File: src/rtl/core/edf_sel_pkg.sv
package edf_sel_pkg;

   localparam int OP_W       = 2;
   localparam int IDX_PORT_W = 6;
   localparam int TIME_W     = 32;
   localparam int CNT_PORT_W = 7;
   localparam int SLOT_LIMIT = 2 ** IDX_PORT_W;

   localparam logic [OP_W-1:0] OP_LOAD   = 2'd0;
   localparam logic [OP_W-1:0] OP_RETIRE = 2'd1;
   localparam logic [OP_W-1:0] OP_QUERY  = 2'd2;

   typedef enum logic [3:0] {
      ST_IDLE   = 4'b0001,
      ST_SCAN   = 4'b0010,
      ST_DRAIN  = 4'b0100,
      ST_FINISH = 4'b1000
   } state_type;

   typedef struct packed {
      logic load;
      logic retire;
      logic start;
      logic scan;
      logic emit;
   } cmd_type;

   typedef struct packed {
      logic limit_zero;
      logic last_issue;
      logic out_free;
   } sts_type;

endpackage

File: src/rtl/core/edf_sel_ram.sv
module edf_sel_ram #(
   parameter int WIDTH = 64,
   parameter int DEPTH = 64
) (
   input  logic                     clock,
   input  logic                     wr_en,
   input  logic [$clog2(DEPTH)-1:0] wr_addr,
   input  logic [WIDTH-1:0]         wr_data,
   input  logic [$clog2(DEPTH)-1:0] rd_addr,
   output logic [WIDTH-1:0]         rd_data
);

   logic [WIDTH-1:0] mem_ff [DEPTH];
   logic [WIDTH-1:0] rd_data_ff;

   always_ff @(posedge clock) begin
      if (wr_en) begin
         mem_ff[wr_addr] <= wr_data;
      end
      rd_data_ff <= mem_ff[rd_addr];
   end

   assign rd_data = rd_data_ff;

endmodule

File: src/rtl/core/edf_sel_ctrl.sv
module edf_sel_ctrl (
   input  logic                        clock,
   input  logic                        reset,
   input  logic                        req_valid,
   output logic                        req_stall,
   input  logic [edf_sel_pkg::OP_W-1:0] req_operation,
   input  edf_sel_pkg::sts_type        sts,
   output edf_sel_pkg::cmd_type        cmd
);

   import edf_sel_pkg::*;

   state_type state_ff;
   state_type state_in;

   always_comb begin
      cmd       = '0;
      state_in  = state_ff;
      req_stall = 1'b1;
      unique case (state_ff)
         ST_IDLE: begin
            req_stall = 1'b0;
            if (req_valid) begin
               unique case (req_operation)
                  OP_LOAD:   cmd.load = 1'b1;
                  OP_RETIRE: cmd.retire = 1'b1;
                  OP_QUERY: begin
                     cmd.start = 1'b1;
                     state_in  = sts.limit_zero ? ST_FINISH : ST_SCAN;
                  end
                  default: ;
               endcase
            end
         end
         ST_SCAN: begin
            cmd.scan = 1'b1;
            if (sts.last_issue) begin
               state_in = ST_DRAIN;
            end
         end
         ST_DRAIN: state_in = ST_FINISH;
         ST_FINISH: begin
            if (sts.out_free) begin
               cmd.emit = 1'b1;
               state_in = ST_IDLE;
            end
         end
         default: state_in = ST_IDLE;
      endcase
   end

   always_ff @(posedge clock) begin
      if (reset) begin
         state_ff <= ST_IDLE;
      end else begin
         state_ff <= state_in;
      end
   end

endmodule

File: src/rtl/core/edf_sel_dp.sv
module edf_sel_dp #(
   parameter int MAX_JOBS  = 64,
   parameter int TIME_BITS = 32
) (
   input  logic                              clock,
   input  logic                              reset,
   input  edf_sel_pkg::cmd_type              cmd,
   output edf_sel_pkg::sts_type              sts,
   input  logic [edf_sel_pkg::IDX_PORT_W-1:0] req_job_index,
   input  logic [edf_sel_pkg::TIME_W-1:0]     req_release_time,
   input  logic [edf_sel_pkg::TIME_W-1:0]     req_deadline_time,
   input  logic [edf_sel_pkg::TIME_W-1:0]     req_query_time,
   input  logic                              csr_we,
   input  logic [edf_sel_pkg::CNT_PORT_W-1:0] csr_wdata,
   input  logic                              rsp_stall,
   output logic                              rsp_valid,
   output logic                              rsp_found,
   output logic [edf_sel_pkg::IDX_PORT_W-1:0] rsp_selected_job
);

   import edf_sel_pkg::*;

   // only the first SLOT_LIMIT entries are reachable through the index field
   localparam int JOB_SLOTS = (MAX_JOBS < SLOT_LIMIT) ? MAX_JOBS : SLOT_LIMIT;
   localparam int ADDR_W    = $clog2(JOB_SLOTS);
   localparam int CNT_W     = $clog2(JOB_SLOTS + 1);

   logic [CNT_PORT_W-1:0]  count_ff;
   logic [CNT_W-1:0]       limit_w;
   logic                   idx_ok;
   logic [ADDR_W-1:0]      slot;
   logic [JOB_SLOTS-1:0]   done_ff;
   logic [ADDR_W-1:0]      scan_ff;
   logic [TIME_BITS-1:0]   now_ff;
   logic [2*TIME_BITS-1:0] rd_data;

   logic                   pv_ff;
   logic                   p_done_ff;
   logic [ADDR_W-1:0]      p_idx_ff;

   logic                   early_ff;
   logic                   have_e_ff;
   logic                   have_a_ff;
   logic [TIME_BITS-1:0]   best_e_d_ff;
   logic [ADDR_W-1:0]      best_e_i_ff;
   logic [TIME_BITS-1:0]   best_a_r_ff;
   logic [TIME_BITS-1:0]   best_a_d_ff;
   logic [ADDR_W-1:0]      best_a_i_ff;

   logic [TIME_BITS-1:0]   cur_r;
   logic [TIME_BITS-1:0]   cur_d;
   logic                   hit_early;
   logic                   take_e;
   logic                   take_a;

   logic                   rsp_valid_ff;
   logic                   rsp_found_ff;
   logic [IDX_PORT_W-1:0]  rsp_job_ff;
   logic                   fin_found;
   logic [ADDR_W-1:0]      fin_idx;

   always_ff @(posedge clock) begin
      if (reset) begin
         count_ff <= '0;
      end else if (csr_we) begin
         count_ff <= csr_wdata;
      end
   end

   always_comb begin
      if (count_ff > CNT_PORT_W'(JOB_SLOTS)) begin
         limit_w = CNT_W'(JOB_SLOTS);
      end else begin
         limit_w = CNT_W'(count_ff);
      end
   end

   assign idx_ok = int'(req_job_index) < JOB_SLOTS;
   assign slot   = ADDR_W'(req_job_index);

   always_ff @(posedge clock) begin
      if (reset) begin
         done_ff <= '1;
      end else if (idx_ok) begin
         if (cmd.load) begin
            done_ff[slot] <= 1'b0;
         end else if (cmd.retire) begin
            done_ff[slot] <= 1'b1;
         end
      end
   end

   edf_sel_ram #(
      .WIDTH (2 * TIME_BITS),
      .DEPTH (JOB_SLOTS)
   ) u_store (
      .clock   (clock),
      .wr_en   (cmd.load && idx_ok),
      .wr_addr (slot),
      .wr_data ({TIME_BITS'(req_release_time), TIME_BITS'(req_deadline_time)}),
      .rd_addr (scan_ff),
      .rd_data (rd_data)
   );

   always_ff @(posedge clock) begin
      if (cmd.start) begin
         scan_ff <= '0;
         now_ff  <= TIME_BITS'(req_query_time);
      end else if (cmd.scan) begin
         scan_ff <= scan_ff + ADDR_W'(1);
      end
   end

   always_ff @(posedge clock) begin
      if (reset) begin
         pv_ff <= 1'b0;
      end else begin
         pv_ff <= cmd.scan;
      end
   end

   always_ff @(posedge clock) begin
      p_idx_ff  <= scan_ff;
      p_done_ff <= done_ff[scan_ff];
   end

   assign cur_r = rd_data[2*TIME_BITS-1:TIME_BITS];
   assign cur_d = rd_data[TIME_BITS-1:0];

   always_comb begin
      hit_early = pv_ff && !p_done_ff && (cur_r < now_ff);
      take_e    = pv_ff && !p_done_ff && (cur_r <= now_ff) &&
                  (!have_e_ff || (cur_d < best_e_d_ff));
      take_a    = pv_ff && !p_done_ff &&
                  (!have_a_ff || (cur_r < best_a_r_ff) ||
                   ((cur_r == best_a_r_ff) && (cur_d < best_a_d_ff)));
   end

   always_ff @(posedge clock) begin
      if (reset) begin
         early_ff  <= 1'b0;
         have_e_ff <= 1'b0;
         have_a_ff <= 1'b0;
      end else if (cmd.start) begin
         early_ff  <= 1'b0;
         have_e_ff <= 1'b0;
         have_a_ff <= 1'b0;
      end else begin
         if (hit_early) begin
            early_ff <= 1'b1;
         end
         if (take_e) begin
            have_e_ff <= 1'b1;
         end
         if (take_a) begin
            have_a_ff <= 1'b1;
         end
      end
   end

   always_ff @(posedge clock) begin
      if (take_e) begin
         best_e_d_ff <= cur_d;
         best_e_i_ff <= p_idx_ff;
      end
      if (take_a) begin
         best_a_r_ff <= cur_r;
         best_a_d_ff <= cur_d;
         best_a_i_ff <= p_idx_ff;
      end
   end

   always_comb begin
      if (early_ff) begin
         fin_found = 1'b1;
         fin_idx   = best_e_i_ff;
      end else begin
         fin_found = have_a_ff;
         fin_idx   = have_a_ff ? best_a_i_ff : '0;
      end
   end

   always_ff @(posedge clock) begin
      if (reset) begin
         rsp_valid_ff <= 1'b0;
      end else if (cmd.emit) begin
         rsp_valid_ff <= 1'b1;
      end else if (!rsp_stall) begin
         rsp_valid_ff <= 1'b0;
      end
   end

   always_ff @(posedge clock) begin
      if (cmd.emit) begin
         rsp_found_ff <= fin_found;
         rsp_job_ff   <= IDX_PORT_W'(fin_idx);
      end
   end

   assign rsp_valid        = rsp_valid_ff;
   assign rsp_found        = rsp_found_ff;
   assign rsp_selected_job = rsp_job_ff;

   assign sts.limit_zero = (limit_w == '0);
   assign sts.last_issue = ((CNT_W'(scan_ff) + CNT_W'(1)) == limit_w);
   assign sts.out_free   = !rsp_valid_ff || !rsp_stall;

endmodule

File: src/rtl/core/edf_next_job_selector.sv
// channel   ports                              word
// req       req_valid / req_stall              operation, index, release, deadline, query tick
// rsp       rsp_valid / rsp_stall              found, selected job (queries only)
// csr       csr_we / csr_wdata                 job_count
//
// Load, retire and unused codes complete without leaving the idle state.
// A query scans min(job_count, table size) entries, or goes straight to its last state when that is zero:
// one entry per cycle through the store's registered read port into one compare stage.
// Reset marks every entry done; no clearing pass.
// The result sits in an output register; a new item is taken while it waits.
// A finished query holds in its last state while the output register is full and stalled.
module edf_next_job_selector #(
   parameter int MAX_JOBS  = 64,
   parameter int TIME_BITS = 32
) (
   input  logic                               clock,
   input  logic                               reset,
   input  logic                               req_valid,
   output logic                               req_stall,
   input  logic [edf_sel_pkg::OP_W-1:0]       req_operation,
   input  logic [edf_sel_pkg::IDX_PORT_W-1:0] req_job_index,
   input  logic [edf_sel_pkg::TIME_W-1:0]     req_release_time,
   input  logic [edf_sel_pkg::TIME_W-1:0]     req_deadline_time,
   input  logic [edf_sel_pkg::TIME_W-1:0]     req_query_time,
   output logic                               rsp_valid,
   input  logic                               rsp_stall,
   output logic                               rsp_found,
   output logic [edf_sel_pkg::IDX_PORT_W-1:0] rsp_selected_job,
   input  logic                               csr_we,
   input  logic [edf_sel_pkg::CNT_PORT_W-1:0] csr_wdata
);

   import edf_sel_pkg::*;

   cmd_type cmd;
   sts_type sts;

   edf_sel_ctrl u_ctrl (
      .clock         (clock),
      .reset         (reset),
      .req_valid     (req_valid),
      .req_stall     (req_stall),
      .req_operation (req_operation),
      .sts           (sts),
      .cmd           (cmd)
   );

   edf_sel_dp #(
      .MAX_JOBS  (MAX_JOBS),
      .TIME_BITS (TIME_BITS)
   ) u_dp (
      .clock             (clock),
      .reset             (reset),
      .cmd               (cmd),
      .sts               (sts),
      .req_job_index     (req_job_index),
      .req_release_time  (req_release_time),
      .req_deadline_time (req_deadline_time),
      .req_query_time    (req_query_time),
      .csr_we            (csr_we),
      .csr_wdata         (csr_wdata),
      .rsp_stall         (rsp_stall),
      .rsp_valid         (rsp_valid),
      .rsp_found         (rsp_found),
      .rsp_selected_job  (rsp_selected_job)
   );

endmodule

File: config.mk
export PLATFORM = sky130hd
export DESIGN_NAME = edf_next_job_selector
export DESIGN_NICKNAME = d
export VERILOG_FILES = /design/src/rtl/core/edf_sel_pkg.sv /design/src/rtl/core/edf_sel_ram.sv /design/src/rtl/core/edf_sel_ctrl.sv /design/src/rtl/core/edf_sel_dp.sv /design/src/rtl/core/edf_next_job_selector.sv
export SDC_FILE = /design/constraint.sdc
export NUM_CORES = 2
export LEC_CHECK = 0
export ABC_CLOCK_PERIOD_IN_PS = 12900
export BUFFER_PORTS_ARGS = -buffer_cell sky130_fd_sc_hd__buf_2
export CAP_MARGIN = 20
export CORE_ASPECT_RATIO = 0.7
export CORE_MARGIN = 2
export CORE_UTILIZATION = 35
export CTS_CLUSTER_DIAMETER = 40
export DETAILED_ROUTE_END_ITERATION = 10
export SYNTH_ARGS = -nofsm -noshare
export SYNTH_HDL_FRONTEND = slang
export SYNTH_SLANG_ARGS = --single-unit
export TNS_END_PERCENT = 30
File: constraint.sdc
create_clock -name clock -period 12.9 [get_ports clock]
set_clock_uncertainty 0.1 [all_clocks]
set_input_delay 0.645 -clock clock [delete_from_list [all_inputs] [get_ports clock]]
set_output_delay 0.645 -clock clock [all_outputs]
set_load 0.02 [all_outputs]
# After elaboration in Yosys (flattened, before gate mapping)
# Memory sizes are Yosys's and may differ from the RTL's. A register that Yosys moved wholly into a read port is not among the register bits.
# Index checks and enable logic that the tools add are counted.
# Widths: inputs -> output; s select.
[word_totals] regBits=240 ram_bits=4096 inputBits=116 output_inout_bits=9 wordCells=96 n_memories=1
[mem_list] name="u_dp.u_store.mem_ff" depth=64 width=64 rd=1 rd_clocked_by_memory_dff=1 wr=1 line="edf_sel_ram.sv:13" text="logic [WIDTH-1:0] mem_ff [DEPTH];"
[classes] addsub=2 magnitude_cmp=9 n_eq_ne=13 n_mux=28 bitwise=3 n_reduce_logical=21
[ops] cell="$lt 32x32->1" n=4
[ops] cell="$mux 64" n=2
[ops] cell="$and 64x64->64" n=1
[ops] cell="$not 64->64" n=1
[ops] cell="$or 64x64->64" n=1
[ops] cell="$eq 32x32->1" n=1
[ops] cell="$le 32x32->1" n=1
[ops] cell="$mux 4" n=5
[ops] cell="$pmux 4 s4" n=1
[ops] cell="$lt 6x7->1 const B" n=2
[ops] cell="$mux 1" n=13
[ops] cell="$mux 6" n=2
[ops] cell="$ne 2x2->1 const B" n=4
[ops] cell="$add 6x1->7 const B" n=1
[ops] cell="$eq 7x7->1" n=1
[ops] cell="$gt 7x7->1 const B" n=1
[ops] cell="$logic_and 1x1->1" n=7
[ops] cell="$logic_not 7->1" n=1
[ops] cell="$mux 7" n=1
[ops] cell="$add 6x1->6 const B" n=1
[ops] cell="$bmux 1 s6" n=1
[ops] cell="$demux 1 s6" n=1
[ops] cell="$ge 6x1->1 const B" n=1
[ops] cell="$mux 3" n=2
[ops] cell="other kinds (13)" n=20

# Logic depth before layout (Yosys ltp)
[logic_depth] depth_word=7 mapped_depth=10 ltp_nobuf=8

# Modules after synthesis
# From an unflattened synthesis, not the netlist that was laid out.
[hier_totals] cells_unflattened=7657 area_unflattened_um2=168328.9
[modules_own_cells] module="edf_sel_ram" n_inst=1 cells_per_inst=6598 area_per_inst_um2=156348.7
[modules_own_cells] module="edf_sel_dp" n_inst=1 cells_per_inst=1027 area_per_inst_um2=11687.5
[modules_own_cells] module="edf_sel_ctrl" n_inst=1 cells_per_inst=32 area_per_inst_um2=292.8

# Least setup slack after synthesis
# No wires, ideal clock.
[synth_path] kind="register to register" from="register u_ctrl.state_ff[2]" to="memory u_dp.u_store.mem_ff[54][0] (enable)" arrival_time_ns=4.472 path_slack_ns=7.840 path_stages_with_launch=8 cell_sequence="dfxtp_1 > clkbuf_1 > nor4b_2 > inv_2 > nor4b_4 > nand3_1 > clkbuf_1 > nor2_1"
[synth_between] elab_chain_cells=4
[synth_lines] element="from (decl)" line="edf_sel_ctrl.sv:13" text="state_type state_ff;"
[synth_lines] element="from (signal assigned)" line="edf_sel_ctrl.sv:56" text="state_ff <= state_in;"
[synth_lines] element="$eq 4x1->1" line="edf_sel_ctrl.sv:20" text="unique case (state_ff)"
[synth_lines] element="$mux 3" line="edf_sel_ctrl.sv:20"
[synth_lines] element="$mux 1" line="edf_sel_ram.sv:17" text="if (wr_en) begin"
[synth_lines] element="$mux 1 (implied by the code)" line="edf_sel_ram.sv:18" text="mem_ff[wr_addr] <= wr_data;"
[synth_lines] element="to (decl)" line="edf_sel_ram.sv:13"
# No other way between the ends.

==> impl_metrics.prom <==
# TYPE chip_impl_metric gauge
chip_impl_metric{name="grt_pass1_wl",unit="mm"} 640
chip_impl_info{name="ys_dominant_reg_cell",value="sky130_fd_sc_hd__edfxtp_1"} 1
chip_impl_info{name="min_delay_worst_endpoint",value="u_dp.u_store.mem_ff[4][5]"} 1
chip_impl_metric{name="core",unit="um^2"} 480000
chip_impl_metric{name="initial_utilization",unit=""} 0.351
chip_impl_metric{name="dpl.cell_count",unit=""} 13700
chip_impl_metric{name="grt_pass1_vias",unit=""} 80400
chip_impl_metric{name="yosysTopAreaCellShare",unit=""} 0.756
chip_impl_metric{name="post-route-drc-count",unit=""} 0
chip_impl_metric{name="finalMaxSlewViolations",unit=""} 0
chip_impl_metric{name="report.final.setup_viol",unit=""} 0
chip_impl_metric{name="final_net_count",unit=""} 7984
chip_impl_metric{name="power_leakage",unit="nW"} 58.6
chip_impl_metric{name="initialDrtViolationCount",unit=""} 12500
chip_impl_metric{name="seqPwrFrac",unit=""} 0.483
chip_impl_metric{name="timing.final.crit_period",unit="ns"} 5.17
chip_impl_metric{name="number_of_buffers_created_by_cts",unit=""} 420
chip_impl_info{name="synthTopCellsByArea",value="sky130_fd_sc_hd__edfxtp_1, sky130_fd_sc_hd__mux4_2, sky130_fd_sc_hd__dfxtp_1, sky130_fd_sc_hd__ha_1, sky130_fd_sc_hd__nor2_1"} 1
chip_impl_info{name="cts_root_buffer",value="sky130_fd_sc_hd__clkbuf_16"} 1
chip_impl_metric{name="global_route.overflow_total",unit=""} 0
chip_impl_metric{name="timing.max_slew.rel_slack",unit=""} 0.182
chip_impl_metric{name="grt_usage",unit=""} 0.186
chip_impl_metric{name="seq_area_frac_synth",unit=""} 0.775
chip_impl_metric{name="vdd_drop_max",unit="mV"} 0.136
chip_impl_metric{name="buffer_levels_on_the_longest_clock_path",unit=""} 4
chip_impl_metric{name="detailroute.via_count",unit=""} 82100
chip_impl_metric{name="clkSlewWorstSetupHoldPaths",unit="ns"} 0.07
chip_impl_metric{name="pwr-share-clk",unit=""} 0.370
chip_impl_info{name="unrepaired_setup_endpoints_after_global_routing",value="false"} 1
chip_impl_metric{name="postLayoutCellArea",unit="um^2"} 193000
chip_impl_info{name="r2r-end",value="u_dp.u_store.rd_data[7]"} 1
chip_impl_info{name="setup.worst_path.end_class",value="flip-flop"} 1
chip_impl_info{name="run_status",value="finished clean"} 1
chip_impl_metric{name="synthToLayoutAreaGrowth",unit="%"} 14.6
chip_impl_metric{name="place.detailed.hpwl",unit="mm"} 256
chip_impl_metric{name="p_switching",unit="W"} 0.00819
chip_impl_metric{name="worstPathRequired",unit="ns"} 13.65
chip_impl_metric{name="synth.yosys.warnings",unit=""} 0
chip_impl_metric{name="pwr_density_cell",unit="nW/um^2"} 173
chip_impl_metric{name="die_height",unit="um"} 585
chip_impl_metric{name="port_buffers",unit=""} 124
chip_impl_metric{name="worst_pin_slew",unit="ns"} 1.23
chip_impl_metric{name="drtPass1Iterations",unit=""} 6
chip_impl_metric{name="grt_antenna_before_repair",unit=""} 54
chip_impl_metric{name="worst-endpoint-arrival",unit="ns"} 5.92
chip_impl_metric{name="floorplan.die_area",unit="um^2"} 487000
chip_impl_metric{name="r2r_cells",unit=""} 9
chip_impl_metric{name="detail_route.vias_per_cell",unit=""} 5.64
chip_impl_metric{name="finalHoldViolCount",unit=""} 0
chip_impl_info{name="critical_path.startpoint_type",value="flip-flop"} 1
chip_impl_metric{name="syn_avg_cell_area",unit="um^2"} 23.3
chip_impl_info{name="synth_largest_area_cell",value="sky130_fd_sc_hd__edfxtp_1"} 1
chip_impl_info{name="min-delay-start",value="req_deadline_time[5]"} 1
chip_impl_info{name="r2r_start",value="u_dp.scan_ff[0]"} 1
chip_impl_metric{name="row_count",unit=""} 213
chip_impl_metric{name="chipWidth",unit="um"} 833
chip_impl_metric{name="finalNonFillerCells",unit=""} 14600
chip_impl_metric{name="sw_frac_of_total",unit=""} 0.245
chip_impl_info{name="synthTopCellsByCount",value="sky130_fd_sc_hd__edfxtp_1, sky130_fd_sc_hd__mux4_2, sky130_fd_sc_hd__nor2_1, sky130_fd_sc_hd__clkbuf_1, sky130_fd_sc_hd__dfxtp_1"} 1
chip_impl_metric{name="synth-edff-count",unit=""} 4243
chip_impl_metric{name="hold_depth",unit=""} 1
chip_impl_metric{name="min_period_over_period",unit=""} 0.401
chip_impl_metric{name="final_antenna_net_count",unit=""} 0
chip_impl_metric{name="clock_tree_sinks",unit=""} 4400
chip_impl_metric{name="reg2reg_setup_slack",unit="ns"} 7.73
chip_impl_metric{name="io_pins",unit=""} 125
chip_impl_metric{name="postSynthRegisterBits",unit=""} 4400
chip_impl_info{name="critical_path_class",value="flip-flop to flip-flop"} 1
chip_impl_metric{name="ys_async_sr_fraction",unit=""} 0
chip_impl_metric{name="critical_path.max_fanout",unit=""} 95
chip_impl_metric{name="max_freq",unit="GHz"} 0.193
chip_impl_metric{name="post_drt_wl_per_cell",unit="um"} 31.9
chip_impl_metric{name="cts.htree.levels",unit=""} 5
chip_impl_metric{name="total_routed_length",unit="mm"} 465
chip_impl_metric{name="synth.lib_cells_used.distinct",unit=""} 63
chip_impl_metric{name="globalplace.congestion",unit=""} 0.810
chip_impl_metric{name="synthesis.instances",unit=""} 7232
chip_impl_info{name="hp-class",value="input port to flip-flop"} 1
chip_impl_metric{name="placed_area",unit="um^2"} 178000
chip_impl_metric{name="maxCapViolations",unit=""} 0
chip_impl_metric{name="p_int",unit="W"} 0.0253
chip_impl_metric{name="mappedNetlistNets",unit=""} 7475
chip_impl_metric{name="drive_gt1_frac",unit=""} 0.295
chip_impl_metric{name="syn-cell-area",unit="um^2"} 169000
chip_impl_metric{name="tns",unit="ns"} 0
chip_impl_info{name="cts_tree",value="yes"} 1
chip_impl_metric{name="post_cts_resize_count",unit=""} 0
chip_impl_info{name="yosys.cell_count.top_type",value="sky130_fd_sc_hd__edfxtp_1"} 1
chip_impl_metric{name="combPwrFrac",unit=""} 0.147
chip_impl_metric{name="pin_count_of_the_biggest_net_entering_global_routing",unit=""} 132
chip_impl_metric{name="clock_insertion_delay_worst_skew",unit="ns"} 0.98
-- layer usage --
layer / up-vias / track usage / part of all wire
met5: - / 0 / 0.00035
met4: 24 / 0.0439 / 0.025
li1: 31900 / - / -
met3: 669 / 0.0445 / 0.11
met2: 4367 / 0.268 / 0.44
met1: 45100 / 0.284 / 0.43
-- metrics by stage --
step / hold WS [ns] / util / setup slack (ns) / total power (W)
2_1_floorplan: 0.226 / - / 7.84 / 0.0199
3_3_place_gp: 0.312 / 0.371 / 7.50 / 0.0213
3_5_place_dp: 0.317 / 0.371 / 7.46 / 0.0214
4_1_cts: 0.0168 / 0.401 / 7.47 / 0.0337
5_1_grt: 0.00453 / 0.402 / 7.35 / 0.0346
6_report: 0.0193 / 0.402 / 7.73 / 0.0335
-- cell usage in the layout (no fill, tap or decap), drive strengths merged, types with 47 or more instances in the layout --
cell type    Yosys  final
buf            192    383
a22oi           57     57
inv            133    164
nor2b           76     76
dlygate4sd3      0     75
clkinv           0    141
ha             127    127
nor2           185    185
dfxtp          157    157
edfxtp        4243   4243
mux2i           50     50
a211oi          47     47
mux4          1267   1267
o22ai           60     60
clkbuf         179    529
nand2           78     78
a21oi           85     85
-- worst max-delay path by stage --
stage                            start                    endpoint  slack [ns]  depth (start not counted)
floorplan           u_ctrl.state_ff[2]  u_dp.u_store.mem_ff[54][0]        7.84                          7
global placement       u_dp.scan_ff[0]     u_dp.u_store.rd_data[7]        7.50                          7
detailed placement     u_dp.scan_ff[0]    u_dp.u_store.rd_data[18]        7.46                          7
CTS                    u_dp.scan_ff[0]    u_dp.u_store.rd_data[18]        7.47                          7
global route           u_dp.scan_ff[0]     u_dp.u_store.rd_data[7]        7.35                          9
finish                 u_dp.scan_ff[0]     u_dp.u_store.rd_data[7]        7.73                          9
-- repair_timing --
| item | CTS | global route |
|---|---|---|
| endpoints found under the hold margin | 45 | 102 |
| hold buffers | 58 | 17 |
| buffers inserted | 0 | 0 |
-- worst max-delay path, stage by stage, from the launching register on --
cell and delay [ns]:
sky130_fd_sc_hd__dfxtp_4 0.86, sky130_fd_sc_hd__buf_4 0.87, sky130_fd_sc_hd__buf_12 0.67, sky130_fd_sc_hd__buf_12 0.64, sky130_fd_sc_hd__mux4_2 0.59, sky130_fd_sc_hd__nor2b_1 0.15
sky130_fd_sc_hd__a211oi_1 0.33, sky130_fd_sc_hd__a21oi_1 0.08, sky130_fd_sc_hd__o22ai_1 0.34, sky130_fd_sc_hd__nor2_1 0.12
-- flip-flops by register name, summed over array words and instances (netlist names), named ones only --
register and flops:
u_dp.now_ff 32, u_ctrl.state_ff 4, u_dp.best_e_i_ff 6, u_dp.rsp_valid 1, u_dp.best_a_i_ff 6, u_dp.scan_ff 6
u_dp.p_done_ff 1, u_dp.u_store.rd_data 64, u_dp.best_e_d_ff 32, u_dp.rsp_selected_job 6, u_dp.best_a_r_ff 32, u_dp.best_a_d_ff 32
u_dp.early_ff 1, u_dp.count_ff 7, u_dp.have_e_ff 1, u_dp.p_idx_ff 6, u_dp.rsp_found 1, u_dp.u_store.mem_ff 4096
u_dp.have_a_ff 1, u_dp.pv_ff 1
-- power by group through the flow --
stage / clock [W] / combinational (W) / sequential [W]
floorplan: 0 / 0.00374 / 0.0162
global placement: 0 / 0.00486 / 0.0165
detailed placement: 0 / 0.00494 / 0.0165
CTS: 0.0126 / 0.00497 / 0.0162
global route: 0.0131 / 0.00530 / 0.0162
finish: 0.0124 / 0.00492 / 0.0162
-- layout make-up --
type	count	area [um^2]
Clock buffer	529	11300
Inverter	133	507
Sequential cell	4400	131000
Fill cell	41500	287000
Multi-Input combinational cell	2328	36400
Clock inverter	244	2450
Tap cell	6450	8070
Timing Repair Buffer	458	3890
Antenna cell	18	45.0
-- kinds of logic (layout without fill, tap and decap cells) --
| logic type | after synthesis | in the layout | synth area share |
|---|---|---|---|
| buf+inv | 504 | 1364 | 0.0129 |
| mux | 1317 | 1317 | 0.172 |
| flops | 4400 | 4400 | 0.775 |
| xor+xnor | 13 | 13 | 0.000676 |
| fa+ha+maj | 127 | 127 | 0.00943 |
| other cells | 0 | 18 | 0 |
| compound gates | 401 | 401 | 0.0162 |
| simple gates | 470 | 470 | 0.0139 |
Power figures use the tool's default switching activity.
